--- src/rtl/core/obrb_pkg.sv ---
// Package for the overwriting byte ring buffer.
// Holds field widths, operation codes, the input/result word types and the
// index wrap helper used by the control module; the control, store and top-level modules share it.
package obrb_pkg;

    localparam int SIZE_W        = 11;
    localparam int DATA_W        = 8;
    localparam int POS_W         = 10;
    localparam int OP_W          = 3;
    localparam int DEFAULT_DEPTH = 1024;

    localparam logic [OP_W-1:0] OP_WRITE   = 3'd0;
    localparam logic [OP_W-1:0] OP_POP     = 3'd1;
    localparam logic [OP_W-1:0] OP_PEEK    = 3'd2;
    localparam logic [OP_W-1:0] OP_ADVANCE = 3'd3;
    localparam logic [OP_W-1:0] OP_FLUSH   = 3'd4;

    typedef struct packed {
        logic [OP_W-1:0]   op;
        logic [DATA_W-1:0] data_byte;
        logic [SIZE_W-1:0] amount;
        logic [POS_W-1:0]  position;
    } in_t;

    typedef struct packed {
        logic [DATA_W-1:0] read_byte;
        logic              byte_valid;
        logic [SIZE_W-1:0] moved;
        logic              overwrote;
        logic [SIZE_W-1:0] fill_level;
        logic [SIZE_W-1:0] free_space;
    } out_t;

    typedef struct packed {
        out_t res;
        logic use_mem;
    } stage_t;

    typedef struct packed {
        logic we;
        logic re;
    } mem_cmd_t;

    function automatic logic [SIZE_W-1:0] wrap_add(
        input logic [SIZE_W-1:0] base,
        input logic [SIZE_W-1:0] step,
        input logic [SIZE_W-1:0] size
    );
        logic [SIZE_W:0] s;
        s = {1'b0, base} + {1'b0, step};
        if (s >= {1'b0, size}) begin
            s = s - {1'b0, size};
        end
        return s[SIZE_W-1:0];
    endfunction

endpackage

--- src/rtl/core/obrb_ctrl.sv ---
// Index, fill and size bookkeeping of the ring buffer plus the access stage.
// Decodes each word, issues the store access and updates state. Uses obrb_pkg.
module obrb_ctrl #(
    parameter int DEPTH = obrb_pkg::DEFAULT_DEPTH,
    parameter int AW    = $clog2(DEPTH)
) (
    input  logic                        aclk,
    input  logic                        aresetn,
    input  logic                        cfg_wr_en,
    input  logic [obrb_pkg::SIZE_W-1:0] cfg_wr_data,
    input  logic                        s_valid,
    output logic                        s_ready,
    input  obrb_pkg::in_t               s_data,
    input  logic                        p1_take,
    output logic                        p1_valid,
    output obrb_pkg::stage_t            p1_data,
    output obrb_pkg::mem_cmd_t          mem_cmd,
    output logic [AW-1:0]               mem_addr,
    output logic [obrb_pkg::DATA_W-1:0] mem_wdata
);
    import obrb_pkg::*;

    logic [SIZE_W-1:0] size_reg, size_next;
    logic [SIZE_W-1:0] rd_reg, rd_next;
    logic [SIZE_W-1:0] wr_reg, wr_next;
    logic [SIZE_W-1:0] fill_reg, fill_next;
    logic              p1_valid_reg, p1_valid_next;
    stage_t            p1_reg, p1_next;

    logic              accept;
    logic [SIZE_W-1:0] rd_step;
    logic [SIZE_W-1:0] rd_sum;
    logic [SIZE_W-1:0] wr_inc;
    logic [SIZE_W-1:0] adv_n;
    logic [SIZE_W-1:0] cfg_size;
    logic [31:0]       cfg_ext;

    assign s_ready = !p1_valid_reg || p1_take;
    assign accept  = s_valid && s_ready;

    assign adv_n  = (s_data.amount < fill_reg) ? s_data.amount : fill_reg;
    assign wr_inc = wrap_add(wr_reg, SIZE_W'(1), size_reg);
    assign rd_sum = wrap_add(rd_reg, rd_step, size_reg);

    always_comb begin
        case (s_data.op)
            OP_POP:     rd_step = SIZE_W'(1);
            OP_PEEK:    rd_step = SIZE_W'(s_data.position);
            OP_ADVANCE: rd_step = adv_n;
            default:    rd_step = '0;
        endcase
    end

    always_comb begin
        cfg_ext  = 32'(cfg_wr_data);
        cfg_size = cfg_wr_data;
        if (cfg_wr_data == '0) begin
            cfg_size = SIZE_W'(1);
        end else if (cfg_ext > 32'(DEPTH)) begin
            cfg_size = SIZE_W'(DEPTH);
        end
    end

    always_comb begin
        size_next     = size_reg;
        rd_next       = rd_reg;
        wr_next       = wr_reg;
        fill_next     = fill_reg;
        p1_next       = p1_reg;
        p1_valid_next = p1_valid_reg;
        mem_cmd       = '0;
        mem_addr      = AW'(rd_reg);
        mem_wdata     = s_data.data_byte;

        if (p1_take) begin
            p1_valid_next = 1'b0;
        end

        if (cfg_wr_en) begin
            size_next = cfg_size;
            rd_next   = '0;
            wr_next   = '0;
            fill_next = '0;
        end else if (accept) begin
            p1_valid_next       = 1'b1;
            p1_next             = '0;
            case (s_data.op)
                OP_WRITE: begin
                    mem_cmd.we = 1'b1;
                    mem_addr   = AW'(wr_reg);
                    wr_next    = wr_inc;
                    if (fill_reg >= size_reg) begin
                        p1_next.res.overwrote = 1'b1;
                        fill_next             = size_reg;
                        rd_next               = wr_inc;
                    end else begin
                        fill_next = fill_reg + SIZE_W'(1);
                    end
                    p1_next.res.moved = SIZE_W'(1);
                end
                OP_POP: begin
                    if (fill_reg != '0) begin
                        mem_cmd.re             = 1'b1;
                        mem_addr               = AW'(rd_reg);
                        p1_next.use_mem        = 1'b1;
                        p1_next.res.byte_valid = 1'b1;
                        p1_next.res.moved      = SIZE_W'(1);
                        rd_next                = rd_sum;
                        fill_next              = fill_reg - SIZE_W'(1);
                        if (fill_reg == SIZE_W'(1)) begin
                            rd_next = '0;
                            wr_next = '0;
                        end
                    end
                end
                OP_PEEK: begin
                    if (SIZE_W'(s_data.position) < fill_reg) begin
                        mem_cmd.re             = 1'b1;
                        mem_addr               = AW'(rd_sum);
                        p1_next.use_mem        = 1'b1;
                        p1_next.res.byte_valid = 1'b1;
                    end
                end
                OP_ADVANCE: begin
                    rd_next           = rd_sum;
                    fill_next         = fill_reg - adv_n;
                    p1_next.res.moved = adv_n;
                    if (adv_n == fill_reg) begin
                        rd_next = '0;
                        wr_next = '0;
                    end
                end
                OP_FLUSH: begin
                    rd_next   = '0;
                    wr_next   = '0;
                    fill_next = '0;
                end
                default: begin
                end
            endcase
            p1_next.res.fill_level = fill_next;
            p1_next.res.free_space = size_reg - fill_next;
        end
    end

    always_ff @(posedge aclk) begin
        if (!aresetn) begin
            size_reg     <= SIZE_W'(DEPTH);
            rd_reg       <= '0;
            wr_reg       <= '0;
            fill_reg     <= '0;
            p1_valid_reg <= 1'b0;
        end else begin
            size_reg     <= size_next;
            rd_reg       <= rd_next;
            wr_reg       <= wr_next;
            fill_reg     <= fill_next;
            p1_valid_reg <= p1_valid_next;
        end
    end

    always_ff @(posedge aclk) begin
        p1_reg <= p1_next;
    end

    assign p1_valid = p1_valid_reg;
    assign p1_data  = p1_reg;

endmodule

--- config.mk ---
export PLATFORM = sky130hd
export DESIGN_NAME = obrb_ctrl
export DESIGN_NICKNAME = d
export VERILOG_FILES = /design/src/rtl/core/obrb_pkg.sv /design/src/rtl/core/obrb_ctrl.sv
export SDC_FILE = /design/constraint.sdc
export NUM_CORES = 1
export LEC_CHECK = 0
export ABC_AREA = 1
export ABC_CLOCK_PERIOD_IN_PS = 5900
export BUFFER_PORTS_ARGS = -buffer_cell sky130_fd_sc_hd__clkbuf_2
export CAP_MARGIN = 20
export CORE_MARGIN = 5
export CORE_UTILIZATION = 50
export CTS_CLUSTER_SIZE = 12
export DETAILED_ROUTE_END_ITERATION = 16
export PLACE_DENSITY_LB_ADDON = 0.1
export SYNTH_ARGS = -nofsm -noshare
export SYNTH_HDL_FRONTEND = slang
export SYNTH_SLANG_ARGS = --single-unit
--- constraint.sdc ---
create_clock -name aclk -period 5.9 [get_ports aclk]
set_input_delay 0.59 -clock aclk [delete_from_list [all_inputs] [get_ports aclk]]
set_output_delay 0.59 -clock aclk [all_outputs]
set_load 0.01 [all_outputs]
# Word level (Yosys, flattened, before mapping)
# Index checks and enable logic that the tools add are counted.
[op_classes]
add_sub_neg = 8
order_cmp = 6
eq_ne = 10
muxes = 37
bitwise_logic = 2
reduce_logical = 11
[op_table]
columns = ["operator", "n"]
rows = [
  ["$mux 11", 16],
  ["$pmux 11 s4", 3],
  ["$pmux 11 s3", 2],
  ["$sub 11x11->11", 4],
  ["$mux 10", 3],
  ["$ge 12x11->1", 2],
  ["$pmux 10 s2", 1],
  ["$add 11x1->12 const B", 1],
  ["$add 11x11->12", 1],
  ["$mux 12", 1],
  ["$add 11x1->11 const B", 1],
  ["$eq 11x1->1 const B", 1],
  ["$eq 11x11->1", 1],
  ["$ge 11x11->1", 1],
  ["$gt 11x11->1 const B", 1],
  ["$logic_not 11->1", 1],
  ["$lt 10x11->1", 1],
  ["$lt 11x11->1", 1],
  ["$reduce_bool 11->1", 1],
  ["$sub 11x1->11 const B", 1],
  ["$ne 2x2->1 const B", 4],
  ["$mux 1", 7],
  ["$eq 3x2->1 const B", 2],
  ["$reduce_and 5->1", 1],
  ["13 further kinds", 16],
]
[totals]
reg_bits = 81
inputBits = 48
wordCells = 85

# Logic depth before layout (Yosys ltp)
# Gate-level depths: netlist (run 1).
[logic_depth]
word_depth = 10
ltp_mapped = 36

# Worst setup path after synthesis (run 1)
# OpenSTA, ideal clock, no wires.
[synth_path]
kind = "input to output"
from = "input s_data[20] in the netlist's numbering"
to = "output mem_addr[1]"
t_arrival_ns = 4.504
required_ns = 5.310
setup_slack_ns = 0.806
stages = 32
path_buffers = 2
path_cell_list = "ha_1 -> nand2_1 -> nor2_1 -> nand2_1 -> nor2_1 -> nand2_1 -> nand2_1 -> buf_2 -> nor2_1 -> a21oi_1 -> nand2_1 -> o211ai_1 -> ha_1 -> inv_1 -> fa_1 -> o21ai_0 -> xor2_1 -> inv_1 -> ha_1 -> nand2_1 -> nor2_1 -> nand2_1 -> nand2_1 -> nand2_1 -> nand2_1 -> nand2_1 -> nand2_1 -> buf_4 -> nand2_1 -> nand3_1 -> nand2_1 -> a21oi_1"
[synth_via]
elab_chain_len = 10
[synth_rtl]
columns = ["element", "line", "rtl"]
rows = [
  ["from (decl)", "obrb_ctrl.sv:13", "input obrb_pkg::in_t s_data,"],
  ["$lt 11x11->1", "obrb_ctrl.sv:41", "assign adv_n = (s_data.amount < fill_reg) ? s_data.amount : fill_reg;"],
  ["$mux 11 *", "obrb_ctrl.sv:41", ""],
  ["$pmux 11 s3 *", "obrb_ctrl.sv:46", "case (s_data.op)"],
  ["$add 11x11->12 *", "obrb_pkg.sv:50", "s = {1'b0, base} + {1'b0, step};"],
  ["$sub 11x11->11 or $ge 12x11->1 (tied branches)", "obrb_pkg.sv:52, obrb_pkg.sv:51", ""],
  ["$mux 11 *", "obrb_pkg.sv:51", "if (s >= {1'b0, size}) begin"],
  ["$mux 10 *", "obrb_ctrl.sv:117", "if (SIZE_W'(s_data.position) < fill_reg) begin"],
  ["$pmux 10 s2 *", "obrb_ctrl.sv:87", "case (s_data.op)"],
  ["$mux 10 *", "obrb_ctrl.sv:84", "end else if (accept) begin"],
  ["$mux 10 *", "obrb_ctrl.sv:79", "if (cfg_wr_en) begin"],
  ["to (decl)", "obrb_ctrl.sv:18", "output logic [AW-1:0] mem_addr,"],
]
# Mark *: on every way between the ends. The rest lies on a longest branch, timed or not.

# Worst setup path in the final report (run 1)
[layout_path]
from = "register fill_reg[9]"
to = "output mem_addr[8]"
[layout_via]
elab_chain_len = 10
[layout_rtl]
columns = ["element", "line", "rtl"]
rows = [
  ["from (decl)", "obrb_ctrl.sv:26", "logic [SIZE_W-1:0] fill_reg, fill_next;"],
  ["from (signal assigned)", "obrb_ctrl.sv:157", "fill_reg <= fill_next;"],
  ["$lt 11x11->1", "obrb_ctrl.sv:41", ""],
  ["$mux 11", "obrb_ctrl.sv:41", ""],
  ["$pmux 11 s3", "obrb_ctrl.sv:46", ""],
  ["$add 11x11->12", "obrb_pkg.sv:50", ""],
  ["$sub 11x11->11 or $ge 12x11->1 (tied branches)", "obrb_pkg.sv:52, obrb_pkg.sv:51", ""],
  ["$mux 11", "obrb_pkg.sv:51", ""],
  ["$mux 10 *", "obrb_ctrl.sv:117", ""],
  ["$pmux 10 s2 *", "obrb_ctrl.sv:87", ""],
  ["$mux 10 *", "obrb_ctrl.sv:84", ""],
  ["$mux 10 *", "obrb_ctrl.sv:79", ""],
]
# Marked as above.

==> results.tsv, run 1 <==
stage	metric	value	unit
drt	WL final	26100	um
die	Core Area	16600	um2
critical_path	crit-path max FO	15	
clocking	CTS sink cnt	80	
worst_hold_path	Hold Startpoint	cfg_wr_data[3]	
worst_hold_path	Min-Delay Path Class	in -> reg	
drt	drt wl/cell	16.3	um
place	DP Wirelength	21000	um
grt	first-pass GRT wire length	41300	um
pwr	Lkg Pwr	0.00504	uW
die	chip width	140	um
pwr	Power Density	209	nW/um2
yosys	synth unique cells	52	
place	Post-DP Area	9170	um2
drt	final routed DRC violation total	0	
worst_hold_path	hold path cells	3	
cells_and_area	n_diodes	0	
timing	Setup-failing EPs final	0	
yosys	Avg Cell Area, Syn	6.60	um2
timing	Pins Over Slew Limit	0	
timing	Final Cycle Share	93.1	%
critical_path	reg-to-reg startpoint	fill_reg[9]	
grt	vias in the first global route	8102	
critical_path	crit path max-delay cell type	dfxtp_1	
die	starting density of the core	50.9	%
clocking	clock root buffer	clkbuf_16	
yosys	EDFF count, synth	35	
job	Max Cap Violations	0	
die	Rows	47	
place	Port-buffer cells	89	
yosys	Top FF cell, synth	dfxtp_1	
cells_and_area	NumNets Final	1521	
critical_path	Worst path most repeated cell	nand2_1	
status	run status	completed	
drt	post-route ant nets	0	
critical_path	CP Class	reg -> out	
clocking	clock latency on the worst-skew pair	0.36	ns
critical_path	CP required	5.31	ns
die	IO Pins	114	
critical_path	worst flop-to-flop path endpoint	p1_data[10]	
critical_path	kind of end point of the critical path	primary output	
pwr	maximum vdd ir drop	0.148	mV
critical_path	Crit path max-delay family	simple AND/OR/NAND/NOR gates	
clocking	htree depth	3	
critical_path	Worst path depth	31	
critical_path	Reg2Reg Setup Slack	0.94	ns
timing	Fmax	0.182	GHz
cells_and_area	Final Non-Filler Cells	1605	
yosys	Mapped Cells	1278	
clocking	Clock Path Buffers	2	
critical_path	CP max stage delay	0.35	ns
clocking	Clk pin slew, worst setup/hold paths	0.07	ns
critical_path	Reg2Reg Depth	30	
yosys	register area share after synthesis	23.1	%
cells_and_area	filler instances	1710	
timing	Final min period	5.49	ns
cells_and_area	post-route cell area	9600	um2
timing	setup_tns	0	ns
die	Die Ht	140	um
place	gpl congestion	1.00	
timing	Slew @ Worst Pin	0.623	ns
yosys	Post-synth ARST share	0	%
critical_path	crit path DAT	4.90	ns
drt	routed vias/inst	5.41	
clocking	CTS tree	yes	
cells_and_area	Syn-to-layout area delta	13.7	%
grt	GR Overflow Total	0	
grt	largest net degree at the start of global routing	31	
timing	clock skew	0.0142	ns
cells_and_area	max FFs per register	35	
cells_and_area	commonest non-fill, non-tap cell in the layout	nand2_1	
clocking	cts bufs inserted	9	
drt	Initial DRT Pass Iterations	7	
grt	initial antenna violation count	0	
yosys	Synth Cell Area	8440	um2
grt	total global-route track usage	26.1	%
cells_and_area	commonest cells after routing, fill and taps aside	nand2_1 (291), inv_1 (165), nor2_1 (143)	
timing	Slew HR	58.4	%
drt	Vias	8676	
worst_hold_path	Hold Path End	size_reg[3]	
cells_and_area	share of cells above drive strength 1	16.1	%
critical_path	CP Launch Type	flop	
place	Placed Cells	1585	
timing	Hold Vio Cnt, Final	0	
drt	starting DRC count in detailed routing	708	
die	Die Area	19600	um2
yosys	Synth warnings	0	
yosys	flops & latches, synth	80	
critical_path	crit path buf inv count	5	
## worst min-delay path, cell delays in order
cell and delay, ns:
clkbuf_2 0.09, nand4_1 0.09, o21ai_0 0.07
## worst max path at each step
| stage | start | to | slack (ns) |
|---|---|---|---|
| finish | fill_reg[9] | mem_addr[8] | 0.41 |
| global route | fill_reg[9] | mem_addr[3] | -0.01 |
| CTS | fill_reg[7] | mem_addr[9] | 0.11 |
| detailed placement | s_data[20] | mem_addr[9] | 0.25 |
| global placement | s_data[20] | mem_addr[9] | 0.35 |
| floorplan | s_data[20] | mem_addr[1] | 0.81 |
## where the power goes
| part | internal (uW) | switching, uW | total (uW) |
|---|---|---|---|
| Sequential | 617 | 16.8 | 633 |
| Combinational | 278 | 485 | 763 |
| Clock | 338 | 269 | 606 |
| Total | 1230 | 771 | 2000 |
## layer usage
metal,vias to the layer above,part of all wire (%),global-route usage [%],routed length [um]
li1,4417,-,-,-
met1,3932,43,33.5,11300
met2,275,48,45.7,12600
met3,52,5.2,3.72,1360
met4,0,3.1,7.96,821
met5,-,0,0,0
## final cells by class
cell class              instances  area [um2]  area share, %
multi-input cells             976        5620           58.6
flip-flops and latches         80        1950           20.4
repair buffers                125         723           7.54
inverters                     188         708           7.38
well taps                     220         275           2.87
clock buffers                   9         225           2.35
clock inverters                 7        91.3          0.952
## synth_stat cells (4+ instances only)
| master | instances | area share (%) |
|---|---|---|
| nor2_2 | 10 | 0.74 |
| nand3_1 | 93 | 5.5 |
| ha_1 | 88 | 13 |
| a22oi_1 | 8 | 0.71 |
| nand2_1 | 292 | 13 |
| clkbuf_1 | 10 | 0.44 |
| nor2_1 | 144 | 6.4 |
| edfxtp_1 | 35 | 12 |
| o21ai_1 | 16 | 0.95 |
| inv_2 | 18 | 0.80 |
| xor2_1 | 29 | 3.0 |
| nand4_1 | 27 | 2.0 |
| nor2_4 | 5 | 0.67 |
| inv_1 | 168 | 7.5 |
| a21oi_1 | 85 | 5.0 |
| o22ai_1 | 8 | 0.59 |
| nand3b_1 | 4 | 0.36 |
| nor3_1 | 5 | 0.30 |
| buf_4 | 20 | 1.8 |
| dfxtp_1 | 45 | 11 |
| o21a_1 | 4 | 0.36 |
| or2_2 | 7 | 0.52 |
| xnor2_1 | 12 | 1.2 |
| fa_1 | 5 | 1.2 |
| o211ai_1 | 6 | 0.53 |
| a21o_1 | 4 | 0.36 |
| buf_2 | 9 | 0.53 |
| o21ai_0 | 75 | 4.4 |
| a31oi_1 | 4 | 0.30 |
| o21bai_1 | 6 | 0.53 |
## cell families after synthesis
family	Yosys count	share of synthesized area, %
compound gates	227	15.0
other cells	1	0.0444
xor+xnor	41	4.25
buf+inv	229	11.4
fa+ha+maj	93	14.2
flops	80	23.1
simple gates	607	31.9
## timing repair
action | 4_1_cts | 5_1_grt
setup buffers | 0 | 4
hold buffers | 0 | 0
resized for setup | 0 | 35
hold endpoints to repair | 0 | 0
setup endpoints to repair | 0 | 10
## through the flow
stage          utilization [%]  setup slack (ns)  total power [uW]  hold slack (ns)
4_1_cts                   57.2             0.106              1990            0.498
2_1_floorplan                -             0.806              1190            0.509
3_3_place_gp              55.3             0.353              1380            0.553
5_1_grt                   57.9           -0.0109              2140            0.506
6_report                  57.9             0.408              2000            0.504
3_5_place_dp              55.3             0.248              1390            0.553
No activity file was read; power rests on OpenSTA's default activity.
==> run 2: changes to the inputs <==
ABC_CLOCK_PERIOD_IN_PS = 6350   (was 5900)
clock period = 6.35 ns   (was 5.9 ns; I/O delays follow)
==> run 2 against run 1 <==
Compared with the run above: design area decreased by 1.3%; register-to-register slack improved by 0.29 ns; global-route usage increased by 0.23 points; clock power decreased by 7.4%; flip-flop and latch count unchanged; routed wire length decreased by 0.42%; non-clock buffer count decreased by 11; cell count decreased by 0.69%; power decreased by 7.9%; critical endpoint is now mem_addr[1]; largest cell class unchanged.
==> results.tsv, run 2 (same netlist as run 1, synthesis figures left out) <==
stage	metric	value	unit	change
status	run status	completed		
clocking	cts bufs inserted	9		unchanged
die	starting density of the core	50.9	%	unchanged
place	Port-buffer cells	89		unchanged
critical_path	Reg2Reg Depth	29		-3.3%
critical_path	Crit path max-delay family	simple AND/OR/NAND/NOR gates		
cells_and_area	commonest non-fill, non-tap cell in the layout	nand2_1		
timing	Pins Over Slew Limit	0		unchanged
drt	Vias	8640		-0.41%
cells_and_area	n_diodes	0		unchanged
timing	RSZ-0062 raised after global routing	no		
cells_and_area	max FFs per register	35		unchanged
cells_and_area	sequential cell area	1950	um2	about the same
timing	Slew HR	58.3	%	-0.067 points
worst_hold_path	Hold Startpoint	cfg_wr_data[7]		
timing	Fmax	0.168	GHz	
die	chip width	140	um	unchanged
place	Placed Cells	1578		-0.44%
drt	post-route ant nets	0		unchanged
cells_and_area	NumNets Final	1510		-0.72%
clocking	htree depth	3		unchanged
timing	Hold Vio Cnt, Final	0		unchanged
critical_path	crit path DAT	5.31	ns	+0.41 ns
critical_path	CP required	5.71	ns	+0.40 ns
cells_and_area	Syn-to-layout area delta	12.2	%	
cells_and_area	multi-input logic area	5570	um2	-0.87%
timing	final worst slack	0.403	ns	-0.00526 ns
grt	met2 Resource Use GR	45.3	%	-0.43 points
pwr	Power Density	195	nW/um2	-6.7%
clocking	clock root buffer	clkbuf_16		
timing	clock skew	0.00927	ns	-0.00492 ns
die	Die Area	19600	um2	unchanged
critical_path	Worst path most repeated cell	nand2_1		
pwr	maximum vdd ir drop	0.139	mV	-6.0%
timing	Final Cycle Share	93.7	%	
clocking	clock latency on the worst-skew pair	0.36	ns	about the same
critical_path	Worst path depth	32		+3.2%
critical_path	crit path max-delay cell type	fa_1		
drt	Initial DRT Pass Iterations	6		-1
clocking	CTS Hold Bufs	0		unchanged
cells_and_area	commonest cells after routing, fill and taps aside	nand2_1 (290), inv_1 (168), nor2_1 (144)		
pwr	Lkg Pwr	0.00498	uW	-1.2%
drt	WL final	26000	um	-0.42%
critical_path	CP max stage delay	0.43	ns	+0.08 ns
drt	drt wl/cell	16.3	um	+0.27%
grt	Most Crowded Layer GR	met2		
clocking	CTS tree	yes		
cells_and_area	share of cells above drive strength 1	14.3	%	-1.8 points
cells_and_area	filler instances	1700		-0.58%
timing	Final min period	5.95	ns	
timing	Setup-failing EPs final	0		unchanged
grt	global routing met1 resource utilization	33.7	%	+0.16 points
critical_path	CP Launch Type	flop		
grt	GR Overflow Total	0		unchanged
die	Rows	47		unchanged
worst_hold_path	Min-Delay Path Class	in -> reg		
worst_hold_path	hold path cells	3		unchanged
grt	largest net degree at the start of global routing	31		unchanged
clocking	CTS sink cnt	80		unchanged
timing	Slew @ Worst Pin	0.621	ns	-0.00205 ns
critical_path	crit path buf inv count	4		-1
die	Die Ht	140	um	unchanged
critical_path	worst setup path startpoint	fill_reg[10]		
critical_path	reg-to-reg startpoint	fill_reg[10]		
grt	first-pass GRT wire length	41700	um	+1.1%
cells_and_area	Final Non-Filler Cells	1594		-0.69%
drt	final routed DRC violation total	0		unchanged
cells_and_area	post-route cell area	9470	um2	-1.3%
grt	total global-route track usage	26.4	%	+0.23 points
drt	routed vias/inst	5.42		+0.27%
critical_path	kind of end point of the critical path	primary output		
place	gpl congestion	0.972		-2.8%
place	pre-CTS setup slack	0.194	ns	-0.0535 ns
grt	initial antenna violation count	0		unchanged
clocking	Clk pin slew, worst setup/hold paths	0.07	ns	about the same
critical_path	crit-path max FO	12		-3
grt	routing usage on met3	4.06	%	+0.34 points
drt	starting DRC count in detailed routing	661		-6.6%
job	Max Cap Violations	0		unchanged
die	Core Area	16600	um2	unchanged
place	DP Wirelength	21000	um	about the same
die	IO Pins	114		unchanged
place	Post-DP Area	9140	um2	-0.35%
timing	setup_tns	0	ns	unchanged
critical_path	CP Class	reg -> out		
grt	vias in the first global route	8171		+0.85%
clocking	Clock Path Buffers	2		unchanged
## run 2: changes by cell type in the layout (fill, tap and decap cells not counted), moves of 4 or more
cell	change
a21oi_1	+5
o21ai_1	-6
a21oi_2	-5
o21ai_0	+10
buf_4	-11
o21ai_2	-4
## run 2: final cells by class
class / count / area share [%]
inverters: 188 / 7.48
clock inverters: 7 / 0.925
flip-flops and latches: 80 / 20.6
repair buffers: 114 / 6.89
well taps: 220 / 2.91
multi-input cells: 976 / 58.8
clock buffers: 9 / 2.38
## run 2: final timing paths
kind	end	slack (ns)
min	size_reg[7]	0.52
max reg2reg	p1_data[10]	1.23
min reg2reg	wr_reg[4]	0.57
max	mem_addr[1]	0.40
## run 2: timing repair
action / CTS / global route
setup endpoints to repair: 0 / 10
setup buffers: 0 / 0
gates resized for setup: 0 / 7
## run 2: power breakdown
group	total [uW]	internal (uW)	switching (uW)	leakage, uW
sequential	588	573	15.3	0.000703
combinational	695	248	447	0.00413
clock	561	315	246	0.000154
## run 2: tightest hold or removal path: cells and delay by family
family                 cells  cell delay (ns)
buffers and inverters      2             0.13
AOI/OAI and AO/OA          1             0.06
## run 2: per-layer routing
metal / wire [um] / vias up
met5: 0 / -
met4: 961 / 0
met3: 1470 / 56
met2: 12500 / 285
met1: 11100 / 3919
li1: - / 4380
## run 2: stage by stage
| step | utilization (%) | hold slack [ns] | total power (uW) |
|---|---|---|---|
| final | 57.1 | 0.525 | 1840 |
| after CTS | 57.0 | 0.519 | 1840 |
| after floorplan | - | 0.509 | 1110 |
| after global routing | 57.1 | 0.539 | 1960 |
| after global placement | 54.9 | 0.551 | 1280 |
| after detailed placement | 55.1 | 0.552 | 1280 |
==> run 3: changes to the inputs <==
==> constraint.sdc (replaced) <==
create_clock -name aclk -period 6.35 [get_ports aclk]
set_input_delay 0.635 -clock aclk [delete_from_list [all_inputs] [get_ports aclk]]
set_output_delay 0.635 -clock aclk [all_outputs]
set_load 0.02 [all_outputs]
==> run 3 against run 2 <==
Compared with the run above: critical endpoint is now mem_addr[5]; sequential share of layout area shrank 0.14 points; sequential power about the same; core utilization up 0.38 points; largest power group unchanged.
==> results.tsv, run 3 (same netlist as run 1, synthesis figures left out) <==
stage	metric	value	unit	change
critical_path	CP max stage delay	0.43	ns	about the same
timing	final hold slack	0.548	ns	+0.0232 ns
cells_and_area	commonest non-fill, non-tap cell in the layout	nand2_1		
die	Core Area	16600	um2	unchanged
die	chip width	140	um	unchanged
die	Die Ht	140	um	unchanged
clocking	clock latency on the worst-skew pair	0.36	ns	about the same
critical_path	Worst path most repeated cell	nand2_1		
cells_and_area	final core occ	57.5	%	+0.38 points
timing	RSZ-0062 raised after global routing	no		
grt	initial antenna violation count	0		unchanged
clocking	CTS Hold Bufs	0		unchanged
pwr	Total Power	1870	uW	+1.5%
clocking	htree depth	3		unchanged
critical_path	CP Launch Type	flop		
clocking	clock root buffer	clkbuf_16		
critical_path	CP required	5.71	ns	about the same
die	Rows	47		unchanged
cells_and_area	max FFs per register	35		unchanged
critical_path	crit path max-delay cell type	fa_1		
timing	final worst slack	0.527	ns	+0.124 ns
clocking	cts bufs inserted	9		unchanged
timing	Slew HR	58.2	%	-0.099 points
drt	starting DRC count in detailed routing	660		-0.15%
timing	clock skew	0.00683	ns	-0.00245 ns
timing	Hold Vio Cnt, Final	0		unchanged
drt	Met3 Wirelength	1140	um	-23%
clocking	Clk pin slew, worst setup/hold paths	0.07	ns	about the same
pwr	Lkg Pwr	0.00501	uW	+0.58%
drt	Highest Signal Layer	met4		
die	IO Pins	114		unchanged
grt	vias in the first global route	8006		-2.0%
status	run status	completed		
drt	routed length on met2	12800	um	+2.4%
place	DP Wirelength	21300	um	+1.2%
grt	first-pass GRT wire length	41300	um	-0.94%
critical_path	kind of end point of the critical path	primary output		
timing	Final min period	5.82	ns	-0.124 ns
cells_and_area	n_diodes	0		unchanged
drt	M1 wire length	11500	um	+3.1%
timing	Pins Over Slew Limit	0		unchanged
clocking	Clock Path Buffers	2		unchanged
die	starting density of the core	50.9	%	unchanged
drt	final routed DRC violation total	0		unchanged
clocking	CTS sink cnt	80		unchanged
critical_path	crit-path max FO	15		+3
critical_path	crit path buf inv count	7		+3
place	gpl congestion	0.945		-2.7%
cells_and_area	share of cells above drive strength 1	15.1	%	+0.80 points
pwr	maximum vdd ir drop	0.131	mV	-5.3%
grt	GR Overflow Total	0		unchanged
critical_path	reg-to-reg startpoint	fill_reg[8]		
die	Die Area	19600	um2	unchanged
grt	largest net degree at the start of global routing	31		unchanged
worst_hold_path	Hold Startpoint	s_valid		
drt	routed vias/inst	5.37		-0.91%
timing	setup_tns	0	ns	unchanged
timing	Final Cycle Share	91.7	%	-1.9 points
timing	Fmax	0.172	GHz	+2.1%
cells_and_area	commonest cells after routing, fill and taps aside	nand2_1 (290), inv_1 (166), nor2_1 (143)		
drt	drt wl/cell	16.3	um	+0.17%
timing	Setup-failing EPs final	0		unchanged
drt	Vias	8599		-0.47%
timing	Slew @ Worst Pin	0.623	ns	+0.00148 ns
critical_path	Crit path max-delay family	simple AND/OR/NAND/NOR gates		
critical_path	worst setup path startpoint	fill_reg[9]		
drt	WL final	26200	um	+0.61%
pwr	Power Density	196	nW/um2	+0.81%
drt	post-route ant nets	0		unchanged
worst_hold_path	Min-Delay Path Class	in -> reg		
grt	total global-route track usage	26.4	%	+0.033 points
drt	Initial DRT Pass Iterations	5		-1
critical_path	CP Class	reg -> out		
clocking	CTS tree	yes		
job	Max Cap Violations	0		unchanged
cells_and_area	NumNets Final	1517		+0.46%
cells_and_area	Syn-to-layout area delta	13.0	%	
place	pre-CTS setup slack	0.224	ns	+0.0297 ns
critical_path	crit path DAT	5.19	ns	-0.12 ns
place	Port-buffer cells	89		unchanged
[run 3: cell count changes in the layout (fill, tap and decap cells not counted), sizes merged]
| cell | change |
|---|---|
| clkinv | -2 |
| buf | +7 |
| clkinvlp | +2 |
[run 3: worst paths after layout]
path                 endpoint  slack [ns]  cells after the start
setup reg to reg  p1_data[10]        1.35                     29
hold / removal       p1_valid        0.55                      3
setup / recovery  mem_addr[5]        0.53                     35
hold reg to reg      p1_valid        0.57                      4
[run 3: per-stage QoR]
step	instances	area (um2)
final	1601	9540
after global routing	1601	9540
after CTS	1598	9480
after detailed placement	1582	9170
after global placement	1581	9140
after floorplan	1285	8470
[run 3: layout make-up]
cell class,count,area (um2)
repair buffers,121,706
inverters,188,712
clock inverters,7,83.8
flip-flops and latches,80,1950
fillers,1698,7050
clock buffers,9,225
multi-input cells,976,5580
well taps,220,275
[run 3: what timing repair did]
| action | CTS | global route |
|---|---|---|
| buffers inserted | 0 | 3 |
| resized for setup | 0 | 13 |
| endpoints found under the setup margin | 0 | 10 |
[run 3: worst reg2reg max path, delay by kind of cell, from the launching register on]
family,cells,cell delay (ns)
compound gates,11,1.71
xor+xnor,1,0.15
fa+ha+maj,3,1.01
buf+inv,6,0.80
flops,1,0.33
simple gates,8,0.76
[run 3: per-layer routing]
layer  vias up  global-route usage (%)
met5         -                       0
met1      3922                    33.7
met4         0                    10.2
li1       4386                       -
met3        43                    3.24
met2       248                    45.6
[run 3: power by group]
part / switching [uW] / leakage, uW / internal (uW)
Clock: 252 / 0.000149 / 314
Combinational: 466 / 0.00416 / 252
Sequential: 15.5 / 0.000703 / 573
Total: 733 / 0.00501 / 1140
